--- config.mk ---
export PLATFORM = sky130hd
export DESIGN_NAME = q16m_div
export DESIGN_NICKNAME = d
export VERILOG_FILES = /design/src/hw/rtl/q16m_pkg.sv /design/src/hw/rtl/q16m_div.sv
export SDC_FILE = /design/constraint.sdc
export NUM_CORES = 1
export LEC_CHECK = 0
export BUFFER_PORTS_ARGS = -buffer_cell sky130_fd_sc_hd__buf_2
export CORE_ASPECT_RATIO = 0.5
export CORE_MARGIN = 2
export CORE_UTILIZATION = 35
export CTS_BUF_LIST = sky130_fd_sc_hd__clkbuf_4
export DETAILED_ROUTE_END_ITERATION = 16
export SLEW_MARGIN = 20
export SYNTH_ARGS = -nofsm -noshare
export SYNTH_HDL_FRONTEND = slang
export SYNTH_SLANG_ARGS = --single-unit
--- constraint.sdc ---
create_clock -name i_clk -period 4.9 [get_ports i_clk]
set_input_delay 0.98 -clock i_clk [delete_from_list [all_inputs] [get_ports i_clk]]
set_output_delay 0.98 -clock i_clk [all_outputs]
set_load 0.05 [all_outputs]
--- src/hw/rtl/q16m_pkg.sv ---
// package for the q16.16 math unit: op and error codes, widths, constants
// no dependencies
`default_nettype none
package q16m_pkg;
    localparam int DataW    = 32;
    localparam int FracW    = 16;
    localparam int OpW      = 3;
    localparam int ErrW     = 3;
    localparam int ThrW     = 16;
    localparam int MaxIterDefault = 32;
    localparam logic [ThrW-1:0] ThrReset = 16'd6;

    typedef enum logic [OpW-1:0] {
        OP_MUL  = 3'd0,
        OP_DIV  = 3'd1,
        OP_FLT  = 3'd2,
        OP_ABS  = 3'd3,
        OP_SQRT = 3'd4,
        OP_CBRT = 3'd5
    } t_op;

    typedef enum logic [ErrW-1:0] {
        ERR_OK     = 3'd0,
        ERR_DIV0   = 3'd1,
        ERR_DIVOVF = 3'd2,
        ERR_FLT    = 3'd3,
        ERR_NOCONV = 3'd4
    } t_err;
endpackage
`default_nettype wire

--- src/hw/rtl/q16m_div.sv ---
// radix-2 restoring divider: (a * 65536) / b, signed, truncating
// flags divide by zero and quotient overflow; uses q16m_pkg
`default_nettype none
module q16m_div (
    input  wire logic                         i_clk,
    input  wire logic                         i_rst_n,
    input  wire logic                         i_start,
    input  wire logic signed [q16m_pkg::DataW-1:0] i_num,
    input  wire logic signed [q16m_pkg::DataW-1:0] i_den,
    output logic                              o_done,
    output logic signed [q16m_pkg::DataW-1:0] o_quot,
    output q16m_pkg::t_err                    o_err
);
    localparam int NW = q16m_pkg::DataW + q16m_pkg::FracW;
    localparam int CW = $clog2(NW + 1);

    logic [NW-1:0]  r_num, n_num;
    logic [NW-1:0]  r_quo, n_quo;
    logic [q16m_pkg::DataW:0] r_rem, n_rem;
    logic [q16m_pkg::DataW-1:0] r_den, n_den;
    logic [CW-1:0]  r_cnt, n_cnt;
    logic           r_busy, n_busy, r_neg, n_neg;
    logic [q16m_pkg::DataW:0] w_sh, w_sub;
    logic [NW:0]    w_sq;

    always_comb begin
        n_num = r_num; n_quo = r_quo; n_rem = r_rem; n_den = r_den;
        n_cnt = r_cnt; n_busy = r_busy; n_neg = r_neg;
        o_done = 1'b0; o_quot = '0; o_err = q16m_pkg::ERR_OK;
        w_sh  = {r_rem[q16m_pkg::DataW-1:0], r_num[NW-1]};
        w_sub = w_sh - {1'b0, r_den};
        w_sq  = r_neg ? ({1'b0, ~r_quo} + 1'b1) : {1'b0, r_quo};
        if (i_start) begin
            n_num = {(i_num[q16m_pkg::DataW-1] ? -i_num : i_num), {q16m_pkg::FracW{1'b0}}};
            n_den = i_den[q16m_pkg::DataW-1] ? -i_den : i_den;
            n_neg = i_num[q16m_pkg::DataW-1] ^ i_den[q16m_pkg::DataW-1];
            n_rem = '0; n_quo = '0;
            n_cnt = CW'(NW);
            n_busy = 1'b1;
        end else if (r_busy) begin
            if (r_den == '0) begin
                n_busy = 1'b0; o_done = 1'b1; o_err = q16m_pkg::ERR_DIV0;
            end else if (r_cnt != '0) begin
                n_num = {r_num[NW-2:0], 1'b0};
                if (!w_sub[q16m_pkg::DataW]) begin
                    n_rem = w_sub; n_quo = {r_quo[NW-2:0], 1'b1};
                end else begin
                    n_rem = w_sh;  n_quo = {r_quo[NW-2:0], 1'b0};
                end
                n_cnt = r_cnt - 1'b1;
            end else begin
                n_busy = 1'b0; o_done = 1'b1;
                if (r_neg ? (r_quo > (NW'(1) << (q16m_pkg::DataW-1)))
                          : (r_quo >= (NW'(1) << (q16m_pkg::DataW-1))))
                    o_err = q16m_pkg::ERR_DIVOVF;
                else
                    o_quot = w_sq[q16m_pkg::DataW-1:0];
            end
        end
    end

    always_ff @(posedge i_clk) begin
        if (!i_rst_n) begin
            r_busy <= 1'b0;
        end else begin
            r_busy <= n_busy;
        end
        r_num <= n_num; r_quo <= n_quo; r_rem <= n_rem; r_den <= n_den;
        r_cnt <= n_cnt; r_neg <= n_neg;
    end
endmodule
`default_nettype wire

After elaboration in Yosys (flattened, before gate mapping)
Cells that the tools add are included.
- logic and storage cells: 53
- bits in registers: 152
- order comparisons: 2
- reduce and logical (&&, ||, !) cells: 6
- add/subtract/negate cells: 5
- equality and inequality tests: 1
- multiplexer cells: 28
- bitwise operators: 3
- operators with widths (operator ; number):
    32-bit two-way mux ; 8
    48-bit two-way mux ; 4
    32-bit negator ; 2
    48-bit by 32-bit >= comparator with 1-bit output (second input constant) ; 1
    48-bit by 32-bit greater-than comparator with 1-bit output (second input constant) ; 1
    33-bit by 32-bit subtractor with 33-bit output ; 1
    32-bit by 1-bit adder with 32-bit output (second input constant) ; 1
    32-bit zero test ; 1
    32-bit NOT ; 1
    31-bit two-way mux ; 1
    1-bit two-way mux ; 10
    2-bit two-way mux ; 5
    3-bit AND reduction ; 2
    6-bit nonzero test ; 1
    6-bit by 1-bit subtractor with 6-bit output (second input constant) ; 1
    2-bit nonzero test ; 2
    2-bit inequality test (second input constant) ; 1
    1-bit NOT ; 1
    1-bit XOR ; 1

Longest topological paths before layout
Gate-level depths: netlist of the first run.
- depth after elaboration: 8
- depth in mapped cells: 15
- gate-level depth less buffers: 13

Least setup slack after synthesis of the first run
OpenSTA, ideal clock, no wires.
- path type: register to output
- start point: register r_quo[9]
- end point: output port o_quot[10] (netlist name)
- data arrival time: 3.395 ns
- setup slack: 0.525 ns
- cell stages (with the launch flop): 10
- cell sequence: dfxtp_1 -> or4_4 -> or4_1 -> or2_1 -> or3_4 -> or3_4 -> o21ai_4 -> nand3_4 -> buf_6 -> nor2_1
- longest elaborated chain between the ends: 8
- ends and longest elaborated chain (item ; RTL line ; RTL):
    start, declared ; q16m_div.sv:18 ; logic [NW-1:0] r_quo, n_quo;
    start signal, assigned ; q16m_div.sv:68 ; r_num <= n_num; r_quo <= n_quo; r_rem <= n_rem; r_den <= n_den;
    32-bit NOT ; q16m_div.sv:32 ; w_sq = r_neg ? ({1'b0, ~r_quo} + 1'b1) : {1'b0, r_quo};
    32-bit by 1-bit adder with 32-bit output ; q16m_div.sv:32 ;
    32-bit two-way mux ; q16m_div.sv:32 ;
    32-bit two-way mux * ; q16m_div.sv:53 ; if (r_neg ? (r_quo > (NW'(1) << (q16m_pkg::DataW-1)))
    32-bit two-way mux * ; q16m_div.sv:43 ; end else if (r_cnt != '0) begin
    32-bit two-way mux * ; q16m_div.sv:41 ; if (r_den == '0) begin
    32-bit two-way mux * ; q16m_div.sv:40 ; end else if (r_busy) begin
    32-bit two-way mux * ; q16m_div.sv:33 ; if (i_start) begin
    end, declared ; q16m_div.sv:11 ; output logic signed [q16m_pkg::DataW-1:0] o_quot,
Every way passes the cells marked *; elsewhere a longest branch is shown, timed or not.

Final worst setup path of the first run
- start point: register r_quo[9]
- end point: output port o_quot[30] (netlist name)
Same word-level chain as after synthesis.

==> summary.txt, run 1 <==
==========================================================================================
Clock edge transition at the registers on the reported setup and hold paths        0.12 ns
Number of hold violations in the final report                                            0
Initial Utilization                                                                  0.360
Global placement routability congestion                                              0.891
RSZ-0062 raised after global routing                                                  true
Most instantiated library cell after synthesis                                sky130_fd_sc_hd__nand2_1
Area enclosed by the die boundary                                             28,900 sq um
Arrival @ worst endpoint                                                           3.83 ns
Worst hold margin                                                                 0.470 ns
Number of storage elements in the synthesis netlist                                    152
Mean routed wirelength per cell                                               14.9 microns
Largest net degree at the start of global routing                                       89
Number of global-route vias before repair                                            7,813
Post-Synthesis Mean Instance Area                                               8.40 sq um
Global Route Usage Sum                                                               0.166
Total Neg Setup Slack                                                                 0 ns
Commonest cells post-synth                                                    sky130_fd_sc_hd__nand2_1 (165), sky130_fd_sc_hd__a21oi_1 (145), sky130_fd_sc_hd__nor2_1 (96)
Count of buffers from port buffering                                                   101
Global-route wire length before repair                                        38,800 microns
Number of cells on the worst reg-to-reg path                                            13
Slowest cell on crit path                                                     sky130_fd_sc_hd__or4_4
Total length of routed wires                                                  23,800 microns
Number of optimization iterations in the first detailed-route pass                       7
Overflow left after global routing                                                       0
Start point of the worst min-delay path                                          r_quo[47]
Post-detailed-route via-to-cell ratio                                                 5.26
DR DRC count                                                                             0
Setup ws final                                                                   0.0853 ns
Transition time at the pin with the least slew margin                              1.02 ns
Total of hold buffers inserted after clock tree synthesis                                0
Cell row count                                                                          42
Buffers from clock root to sink, at most                                                 2
Post-synth net total                                                                 1,251
End of the worst hold path                                                       r_quo[47]
Area Growth Syn to Fin                                                               16.0%
Crit-path max cell delay                                                           0.55 ns
PnR Total Power                                                                    3.06 mW
Kind of cell adding the most delay to the critical path                       simple AND/OR/NAND/NOR gates
Max FO, Critical Path                                                                    6
Fraction of the yosys area taken by sequential cells                                 0.383
Count of antenna-violating nets left after detailed routing                              0
Worst path buffer plus inverter count                                                    2
Peak supply drop                                                                  0.130 mV
Max Slew Vio Count                                                                       0
Power Dens Cells                                                               274 nW/um^2
Post-layout nets                                                                     1,337
FF+latch area                                                                   3700 sq um
Class of the tightest hold or removal check                                   flop to flop
Skew-Pair Late Insertion Delay                                                     0.59 ns
Utilization of the core after routing                                                0.418
Netlist area before placement                                                   9630 sq um
Classification of the worst setup path                                        flop to output pin
Setup slack at placement                                                          0.530 ns
Max cap viols                                                                            0
Depth of the CTS H-tree                                                                  4
Total area of multi-input combinational cells                                   5690 sq um
CTS Buf Count                                                                           17
Clock tree from TritonCTS                                                              yes
Setup crit end kind                                                             output pin
Violation count after the first detailed-route iteration                               652
Num ports                                                                              103
Chip Height                                                                    121 microns
Final worst-path cycle share                                                         0.983
Final setup vio count                                                                    0
Horizontal die dimension                                                       239 microns
Clock sink count                                                                       152
FFs w/ async S/R, synth                                                                  0
FF-to-FF Start                                                                   r_num[47]
Vias post-DR                                                                         8,410
Highest clock rate                                                                 208 MHz
Proportion of netlist area held by the largest area contributor                      0.203
Area leader, netlist                                                          sky130_fd_sc_hd__edfxtp_1
Worst hold path cell count                                                               2
Type of element launching the critical path                                           flop
Worst R2R End                                                                    r_rem[13]
Reg2reg setup slack                                                                1.21 ns
Status                                                                        finished, final reports clean
Clock root buffer                                                             sky130_fd_sc_hd__clkbuf_4
Number of synthesized flops with an enable pin                                          65
Data required time of the worst path                                               3.92 ns
FILL cells                                                                           2,625
Number of warnings printed during yosys synthesis                                        0
Most used DFF post-synth                                                      sky130_fd_sc_hd__dfxtp_1
CORE AREA                                                                     26,700 sq um
Post-detail-place hpwl                                                        16,600 microns
Initial antenna violation count                                                          2
Number of instances in the synthesized netlist                                       1,147
Top cells by area, synth                                                      sky130_fd_sc_hd__edfxtp_1 (20%), sky130_fd_sc_hd__dfxtp_1 (18%), sky130_fd_sc_hd__a21oi_1 (7.5%)
Cell variety after synth                                                                62
Final worst path period need                                                       4.81 ns
Leakage power figure                                                               4.18 nW
Critical Path Start                                                               r_quo[9]
Clk_skew                                                                         0.0272 ns
Share of cells above drive strength 1                                                0.167
Series of cell instances along the critical path                              or4_4, or4_4, or2_4, or3_4, or3_4, o21ai_4, nand3_2, buf_6, nor2_2, buf_6
Rel. slew slack                                                                      0.318
==========================================================================================
[placed cells by master (no fill, tap or decap), types with 5 or more instances in the layout]
cell type	netlist	routed
sky130_fd_sc_hd__a211oi_1	6	6
sky130_fd_sc_hd__a21o_1	11	11
sky130_fd_sc_hd__a21oi_1	145	145
sky130_fd_sc_hd__a31oi_1	5	5
sky130_fd_sc_hd__buf_2	1	69
sky130_fd_sc_hd__buf_4	1	14
sky130_fd_sc_hd__buf_6	3	30
sky130_fd_sc_hd__buf_8	0	5
sky130_fd_sc_hd__clkbuf_4	0	18
sky130_fd_sc_hd__dfxtp_1	87	85
sky130_fd_sc_hd__edfxtp_1	65	65
sky130_fd_sc_hd__ha_1	36	36
sky130_fd_sc_hd__inv_1	53	53
sky130_fd_sc_hd__inv_4	0	5
sky130_fd_sc_hd__mux2i_1	25	25
sky130_fd_sc_hd__nand2_1	165	164
sky130_fd_sc_hd__nand2b_1	10	10
sky130_fd_sc_hd__nand3_1	8	8
sky130_fd_sc_hd__nand4_1	6	6
sky130_fd_sc_hd__nor2_1	96	71
sky130_fd_sc_hd__nor2_2	1	16
sky130_fd_sc_hd__nor2_4	0	10
sky130_fd_sc_hd__nor2b_1	5	5
sky130_fd_sc_hd__nor3_1	13	13
sky130_fd_sc_hd__nor4_1	21	20
sky130_fd_sc_hd__o211ai_1	8	8
sky130_fd_sc_hd__o21ai_0	74	74
sky130_fd_sc_hd__o21bai_1	12	12
sky130_fd_sc_hd__o31ai_1	23	23
sky130_fd_sc_hd__o41ai_1	10	10
sky130_fd_sc_hd__or2_2	5	5
sky130_fd_sc_hd__or3_1	11	11
sky130_fd_sc_hd__or4_1	17	14
sky130_fd_sc_hd__xnor2_1	54	53
sky130_fd_sc_hd__xor2_1	70	70
[metrics by stage]
step / area, sq um / cells
final: 11200 / 1600
after global routing: 11200 / 1600
after CTS: 10900 / 1594
after detailed placement: 10400 / 1554
after global placement: 10400 / 1554
after floorplan: 9630 / 1147
[how the worst max path moves through the flow]
stage / to / depth (start not counted)
after floorplan: o_quot[10] / 9
after global placement: o_quot[12] / 9
after detailed placement: o_quot[10] / 9
after CTS: o_quot[26] / 10
after global routing: o_quot[30] / 10
final: o_quot[30] / 10
[routing by layer]
metal | track usage | up-vias | share of wire | wire length, microns
li1 | - | 4256 | - | -
met1 | 0.231 | 3981 | 0.50 | 11900
met2 | 0.261 | 143 | 0.45 | 10800
met3 | 0.0303 | 30 | 0.032 | 767
met4 | 0.0535 | 0 | 0.016 | 389
met5 | 0 | - | 0 | 0
[cell families after synthesis]
group | count (synthesis) | share of synthesized area
compound gates | 319 | 0.198
fa+ha+maj | 37 | 0.0488
mux | 26 | 0.0271
flops | 152 | 0.383
buf+inv | 108 | 0.0449
xor+xnor | 124 | 0.113
simple gates | 380 | 0.184
other cells | 1 | 0.000389
[registers in the layout (all words and copies together), names as in the netlist]
register	cells
r_quo	48
r_den	32
r_num	32
r_rem	32
r_cnt	6
r_busy	1
r_neg	1
[final cells by class]
| cell class | instances | share of cell area |
|---|---|---|
| tap | 352 | 0.0394 |
| clock inverter | 14 | 0.0107 |
| inverter | 53 | 0.0178 |
| sequential | 152 | 0.331 |
| antenna | 2 | 0.000448 |
| timing repair buffer | 119 | 0.0797 |
| multi-input combinational | 890 | 0.509 |
| clock buffer | 18 | 0.0121 |
[report_power, final]
part	total [mW]	internal, mW	switching [mW]
registers	1.49	1.43	0.0586
clock network	0.751	0.261	0.490
logic	0.821	0.332	0.489
total	3.06	2.02	1.04
[worst min-delay path: cells and delay by family, from the launching register on]
kind / cells / cell delay [ns]
AND/OR/NAND/NOR: 1 / 0.05
flip-flops: 1 / 0.33
AO/OA/AOI/OAI: 1 / 0.05
[what timing repair did]
action | 4_1_cts | 5_1_grt
hold endpoints to repair | 0 | 0
gates resized for setup | 43 | 72
gates cloned | 3 | 0
pin swaps | 4 | 5
setup buffers | 5 | 2
endpoints found under the setup margin | 32 | 32
Note: power is estimated with default switching activity, not from simulation.
==> run 2: changes to the inputs <==
--- a/config.mk
+++ b/config.mk
@@ -11,6 +11,7 @@
 export CORE_UTILIZATION = 35
 export CTS_BUF_LIST = sky130_fd_sc_hd__clkbuf_4
 export DETAILED_ROUTE_END_ITERATION = 16
+export SETUP_SLACK_MARGIN = 0.2
 export SLEW_MARGIN = 20
 export SYNTH_ARGS = -nofsm -noshare
 export SYNTH_HDL_FRONTEND = slang
==> run 2 against run 1 <==
Against the previous run: power rose by 0.37%; wire length rose by 2.6%; worst hold slack improved by 0.00079 ns; flip-flop and latch count did not move; critical endpoint is now o_quot[23]; largest cell class unchanged.
==> summary.txt, run 2 (same netlist as run 1, synthesis figures left out) <==
==========================================================================================
End of the worst hold path                                                       r_quo[47]
Share of cells above drive strength 1                                                0.174
Skew-Pair Late Insertion Delay                                                     0.60 ns
Num ports                                                                              103
Count of antenna-violating nets left after detailed routing                              0
Post-detailed-route via-to-cell ratio                                                 5.25
Largest net degree at the start of global routing                                       89
Max reg flops                                                                           48
Global Route Usage Sum                                                               0.170
Type of element launching the critical path                                           flop
Most flop-heavy register                                                             r_quo
Max FO, Critical Path                                                                    8
Max cap viols                                                                            0
Clock root buffer                                                             sky130_fd_sc_hd__clkbuf_4
Area enclosed by the die boundary                                             28,900 sq um
Finished layout cell area                                                     11,400 sq um
RSZ-0062 raised after global routing                                                  true
Number of hold violations in the final report                                            0
Classification of the worst setup path                                        flop to output pin
Leading cell type in the layout, fill and taps excluded                       sky130_fd_sc_hd__nand2_1
Overflow left after global routing                                                       0
Crit-path max cell delay                                                           0.53 ns
Final setup vio count                                                                    0
Max Slew Vio Count                                                                       0
DR DRC count                                                                             0
Reg2reg setup slack                                                                1.20 ns
Dpl cells                                                                            1,554
Power dissipated by switching net loads                                            1.05 mW
Clock edge transition at the registers on the reported setup and hold paths        0.15 ns
Total area of multi-input combinational cells                                   5790 sq um
Clock sink count                                                                       152
Leakage power figure                                                               4.22 nW
Setup ws final                                                                    0.102 ns
Global placement routability congestion                                              0.891
Class of the tightest hold or removal check                                   flop to flop
Count of buffers from port buffering                                                   101
Mean routed wirelength per cell                                               15.2 microns
Sw frac                                                                              0.341
Worst path buffer plus inverter count                                                    2
Post-Layout Cell Count                                                               1,605
Clk_skew                                                                         0.0307 ns
Highest clock rate                                                                 208 MHz
Vias post-DR                                                                         8,427
FILL cells                                                                           2,609
PnR Total Power                                                                    3.07 mW
CORE AREA                                                                     26,700 sq um
Transition time at the pin with the least slew margin                              1.02 ns
Worst hold path cell count                                                               2
Status                                                                        finished, final reports clean
Cell row count                                                                          42
Series of cell instances along the critical path                              or4_4, or4_4, or2_4, or3_4, or3_4, o21ai_4, buf_4, nand3_4, nor2_2, buf_6
Number of cells on the worst reg-to-reg path                                            13
Final worst-path cycle share                                                         0.979
Buffers from clock root to sink, at most                                                 2
Highest-count cells in the layout ignoring fill and taps                      sky130_fd_sc_hd__nand2_1 (164), sky130_fd_sc_hd__a21oi_1 (145), sky130_fd_sc_hd__dfxtp_1 (85)
Start point of the worst min-delay path                                          r_quo[47]
Initial antenna violation count                                                          3
Depth of the CTS H-tree                                                                  4
Total cell area at the placement stage                                        10,400 sq um
Clock network fraction of design power                                               0.246
Violation count after the first detailed-route iteration                               625
Initial Utilization                                                                  0.360
Clock tree from TritonCTS                                                              yes
Area Growth Syn to Fin                                                               18.0%
Post-layout nets                                                                     1,341
Slowest cell on crit path                                                     sky130_fd_sc_hd__or4_4
Number of global-route vias before repair                                            7,909
CTS Buf Count                                                                           17
Peak supply drop                                                                  0.130 mV
Part of the power in combinational logic                                             0.270
Total length of routed wires                                                  24,500 microns
Rel. slew slack                                                                      0.317
Part of the power in registers                                                       0.484
Worst R2R End                                                                    r_rem[13]
Number of optimization iterations in the first detailed-route pass                       7
Setup slack at placement                                                          0.530 ns
Arrival @ worst endpoint                                                           3.82 ns
Kind of cell adding the most delay to the critical path                       simple AND/OR/NAND/NOR gates
Final worst path period need                                                       4.80 ns
Internal Dissipation                                                               2.02 mW
FF+latch area                                                                   3700 sq um
Data required time of the worst path                                               3.92 ns
Post-detail-place hpwl                                                        16,600 microns
Global-route wire length before repair                                        39,500 microns
FF-to-FF Start                                                                   r_num[47]
Setup crit end kind                                                             output pin
Power Dens Cells                                                               270 nW/um^2
Horizontal die dimension                                                       239 microns
Chip Height                                                                    121 microns
==========================================================================================
run 2: changes by cell type in the layout (fill, tap and decap cells not counted), sizes merged:
cell | previous run | this run
buf | 119 | 123
diode | 2 | 3
run 2: worst max path at each step:
stage / startpoint / end / slack (ns) / cells past startpoint
global placement: r_quo[9] / o_quot[12] / 0.66 / 9
CTS: r_quo[10] / o_quot[27] / 0.09 / 11
finish: r_quo[10] / o_quot[23] / 0.10 / 10
detailed placement: r_quo[9] / o_quot[10] / 0.53 / 9
floorplan: r_quo[9] / o_quot[10] / 0.52 / 9
global route: r_quo[10] / o_quot[23] / -0.06 / 10
run 2: metal layers:
metal	up-vias	routed length (microns)	global-route usage	share of wire
li1	4263	-	-	-
met1	3979	12000	0.234	0.49
met2	145	11100	0.267	0.45
met3	40	836	0.0307	0.034
met4	0	521	0.0594	0.021
met5	-	0	0	0
run 2: power by group through the flow:
stage	sequential [mW]	clock [mW]	combinational, mW
after floorplan	1.49	0	0.615
after global placement	1.51	0	0.791
after detailed placement	1.52	0	0.801
after CTS	1.49	0.782	0.817
after global routing	1.50	0.847	0.931
final	1.49	0.756	0.828
run 2: layout make-up:
class / count / area share
Multi-Input combinational cell: 890 / 0.509
Inverter: 53 / 0.0175
Timing Repair Buffer: 123 / 0.0855
Tap cell: 352 / 0.0388
Antenna cell: 3 / 0.000661
Sequential cell: 152 / 0.326
Clock buffer: 18 / 0.0119
Clock inverter: 14 / 0.0106
run 2: through the flow:
step           TNS [ns]  hold WS (ns)   util
2_1_floorplan         0         0.437      -
4_1_cts               0         0.472  0.418
5_1_grt          -0.451         0.489  0.425
6_report              0         0.470  0.425
3_3_place_gp          0         0.444  0.390
3_5_place_dp          0         0.455  0.390
run 2: timing repair:
item / in CTS / in global routing
setup buffers: 11 / 0
setup endpoints to repair: 32 / 33
resized for setup: 117 / 32
hold buffers: 0 / 0
cloned: 3 / 0
pin swaps: 30 / 9
run 2: worst register-to-register path: stages (launching register included):
cell and delay (ns):
sky130_fd_sc_hd__edfxtp_1 0.49, sky130_fd_sc_hd__inv_1 0.10, sky130_fd_sc_hd__ha_1 0.16, sky130_fd_sc_hd__inv_1 0.06, sky130_fd_sc_hd__fa_1 0.43, sky130_fd_sc_hd__a211oi_1 0.32, sky130_fd_sc_hd__o211ai_1 0.16, sky130_fd_sc_hd__a31oi_1 0.39
sky130_fd_sc_hd__o21ai_0 0.31, sky130_fd_sc_hd__a21o_1 0.29, sky130_fd_sc_hd__xnor2_2 0.16, sky130_fd_sc_hd__buf_4 0.34, sky130_fd_sc_hd__mux2i_1 0.25, sky130_fd_sc_hd__a211oi_1 0.09
==> run 3: changes to the inputs <==
--- a/config.mk
+++ b/config.mk
@@ -6,11 +6,13 @@
 export NUM_CORES = 1
 export LEC_CHECK = 0
 export BUFFER_PORTS_ARGS = -buffer_cell sky130_fd_sc_hd__buf_2
+export CAP_MARGIN = 5
 export CORE_ASPECT_RATIO = 0.5
 export CORE_MARGIN = 2
 export CORE_UTILIZATION = 35
 export CTS_BUF_LIST = sky130_fd_sc_hd__clkbuf_4
 export DETAILED_ROUTE_END_ITERATION = 16
+export RECOVER_POWER = 25
 export SETUP_SLACK_MARGIN = 0.2
 export SLEW_MARGIN = 20
 export SYNTH_ARGS = -nofsm -noshare
==> run 3 against run 2 <==
Against the previous run: the run now ends with max-capacitance violations, max-slew violations left; clock skew decreased by 0.00079 ns; first-iteration DRC count decreased by 3.5%; worst hold slack improved by 0.0020 ns; final area decreased by 0.17%; fmax about the same; sequential share of layout area increased by 0.054 points; cell count unchanged; global-route usage unchanged; non-clock buffer count unchanged; die area unchanged; largest power group unchanged.
==> summary.txt, run 3 (same netlist as run 1, synthesis figures left out) <==
==========================================================================================
Setup crit end kind                                                             output pin
Clock tree from TritonCTS                                                              yes
Count of buffers from port buffering                                                   101
Total of hold buffers inserted after clock tree synthesis                                0
Number of cells on the worst reg-to-reg path                                            14
Power dissipated by switching net loads                                            1.05 mW
Max reg flops                                                                           48
RSZ-0062 raised after global routing                                                  true
Transition time at the pin with the least slew margin                              2.68 ns
Leakage power figure                                                               4.19 nW
Final worst path period need                                                       4.80 ns
Leading cell type in the layout, fill and taps excluded                       sky130_fd_sc_hd__nand2_1
Vias post-DR                                                                         8,471
FILL cells                                                                           2,612
Classification of the worst setup path                                        flop to output pin
Initial Utilization                                                                  0.360
Sw frac                                                                              0.341
CTS Buf Count                                                                           17
Chip Height                                                                    121 microns
Depth of the CTS H-tree                                                                  4
Global placement routability congestion                                              0.891
Clock network fraction of design power                                               0.246
Global-route wire length before repair                                        39,500 microns
Area enclosed by the die boundary                                             28,900 sq um
Peak supply drop                                                                  0.130 mV
Max Slew Vio Count                                                                     134
Buffers from clock root to sink, at most                                                 2
Horizontal die dimension                                                       239 microns
Max FO, Critical Path                                                                    8
Worst hold path cell count                                                               2
Final worst-path cycle share                                                         0.979
Finished layout cell area                                                     11,300 sq um
Count of antenna-violating nets left after detailed routing                              0
Number of optimization iterations in the first detailed-route pass                       7
Clk_skew                                                                         0.0299 ns
Part of the power in combinational logic                                             0.270
Skew-Pair Late Insertion Delay                                                     0.60 ns
Post-layout nets                                                                     1,341
Final setup vio count                                                                    0
Highest clock rate                                                                 208 MHz
Area Growth Syn to Fin                                                               17.8%
Global Route Usage Sum                                                               0.170
Total length of routed wires                                                  24,500 microns
Part of the power in registers                                                       0.484
Power Dens Cells                                                               271 nW/um^2
Data required time of the worst path                                               3.92 ns
Arrival @ worst endpoint                                                           3.82 ns
Status                                                                        finished, violations left
CORE AREA                                                                     26,700 sq um
Largest net degree at the start of global routing                                       89
Clock root buffer                                                             sky130_fd_sc_hd__clkbuf_4
Most flop-heavy register                                                             r_quo
Clock sink count                                                                       152
Share of cells above drive strength 1                                                0.168
Number of global-route vias before repair                                            7,909
Worst hold margin                                                                 0.472 ns
Internal Dissipation                                                               2.02 mW
Total Neg Setup Slack                                                                 0 ns
Violation count after the first detailed-route iteration                               603
Post-detailed-route via-to-cell ratio                                                 5.28
Initial antenna violation count                                                          3
Violated checks                                                               max-capacitance violations, max-slew violations
Class of the tightest hold or removal check                                   flop to flop
Number of hold violations in the final report                                            0
Reg2reg setup slack                                                                1.21 ns
Max cap viols                                                                            3
Type of element launching the critical path                                           flop
Highest-count cells in the layout ignoring fill and taps                      sky130_fd_sc_hd__nand2_1 (165), sky130_fd_sc_hd__a21oi_1 (145), sky130_fd_sc_hd__dfxtp_1 (85)
Total cell area at the placement stage                                        10,400 sq um
Num ports                                                                              103
Clock edge transition at the registers on the reported setup and hold paths        0.15 ns
DR DRC count                                                                             0
Setup ws final                                                                    0.101 ns
Overflow left after global routing                                                       0
Post-detail-place hpwl                                                        16,600 microns
Rel. slew slack                                                                     -0.785
Mean routed wirelength per cell                                               15.3 microns
Cell row count                                                                          42
Setup slack at placement                                                          0.530 ns
==========================================================================================
-- run 3: metal layers --
metal | wire length, microns | vias to the layer above | global-route usage
li1 | - | 4262 | -
met1 | 12100 | 4014 | 0.234
met2 | 11100 | 153 | 0.267
met3 | 765 | 42 | 0.0307
met4 | 531 | 0 | 0.0594
met5 | 0 | - | 0
-- run 3: critical path, stage by stage, from the launching register on --
cell and delay (ns):
sky130_fd_sc_hd__dfxtp_4 0.37, sky130_fd_sc_hd__or4_4 0.53, sky130_fd_sc_hd__or4_4 0.43, sky130_fd_sc_hd__or2_4 0.26
sky130_fd_sc_hd__or3_4 0.37, sky130_fd_sc_hd__or3_4 0.37, sky130_fd_sc_hd__o21ai_4 0.15, sky130_fd_sc_hd__buf_4 0.15
sky130_fd_sc_hd__nand3_4 0.18, sky130_fd_sc_hd__nor2_2 0.22, sky130_fd_sc_hd__buf_6 0.19
-- run 3: metrics by stage --
stage | util | cells | total power, mW
after global routing | 0.424 | 1605 | 3.28
after floorplan | - | 1147 | 2.11
after detailed placement | 0.390 | 1554 | 2.32
after global placement | 0.390 | 1554 | 2.30
after CTS | 0.418 | 1600 | 3.09
final | 0.424 | 1605 | 3.07
-- run 3: path summary, 6_finish.rpt --
check,start,endpoint
worst max-delay path,r_quo[10],o_quot[23]
worst min-delay path,r_quo[47],r_quo[47]
worst max register to register,r_num[47],r_rem[25]
worst min register to register,r_quo[47],r_quo[47]
-- run 3: what timing repair did --
action	4_1_cts	5_1_grt
buffers inserted	11	0
cloned	3	0
endpoints found under the hold margin	0	0
resized for setup	117	32
setup endpoints to repair	32	33
pin swaps	30	9
-- run 3: power groups by stage --
| stage | clock, mW | combinational, mW | sequential (mW) |
|---|---|---|---|
| 2_1_floorplan | 0 | 0.615 | 1.49 |
| 3_3_place_gp | 0 | 0.791 | 1.51 |
| 3_5_place_dp | 0 | 0.801 | 1.52 |
| 4_1_cts | 0.782 | 0.817 | 1.49 |
| 5_1_grt | 0.847 | 0.931 | 1.50 |
| 6_report | 0.756 | 0.828 | 1.49 |
-- run 3: final cells by class --
type                            instances  area [sq um]  share of cell area
Antenna cell                            3          7.51            0.000662
Clock buffer                           18           135              0.0119
Clock inverter                         14           120              0.0106
Inverter                               53           199              0.0175
Multi-Input combinational cell        890          5780               0.510
Sequential cell                       152          3700               0.326
Tap cell                              352           440              0.0388
Timing Repair Buffer                  123           955              0.0842
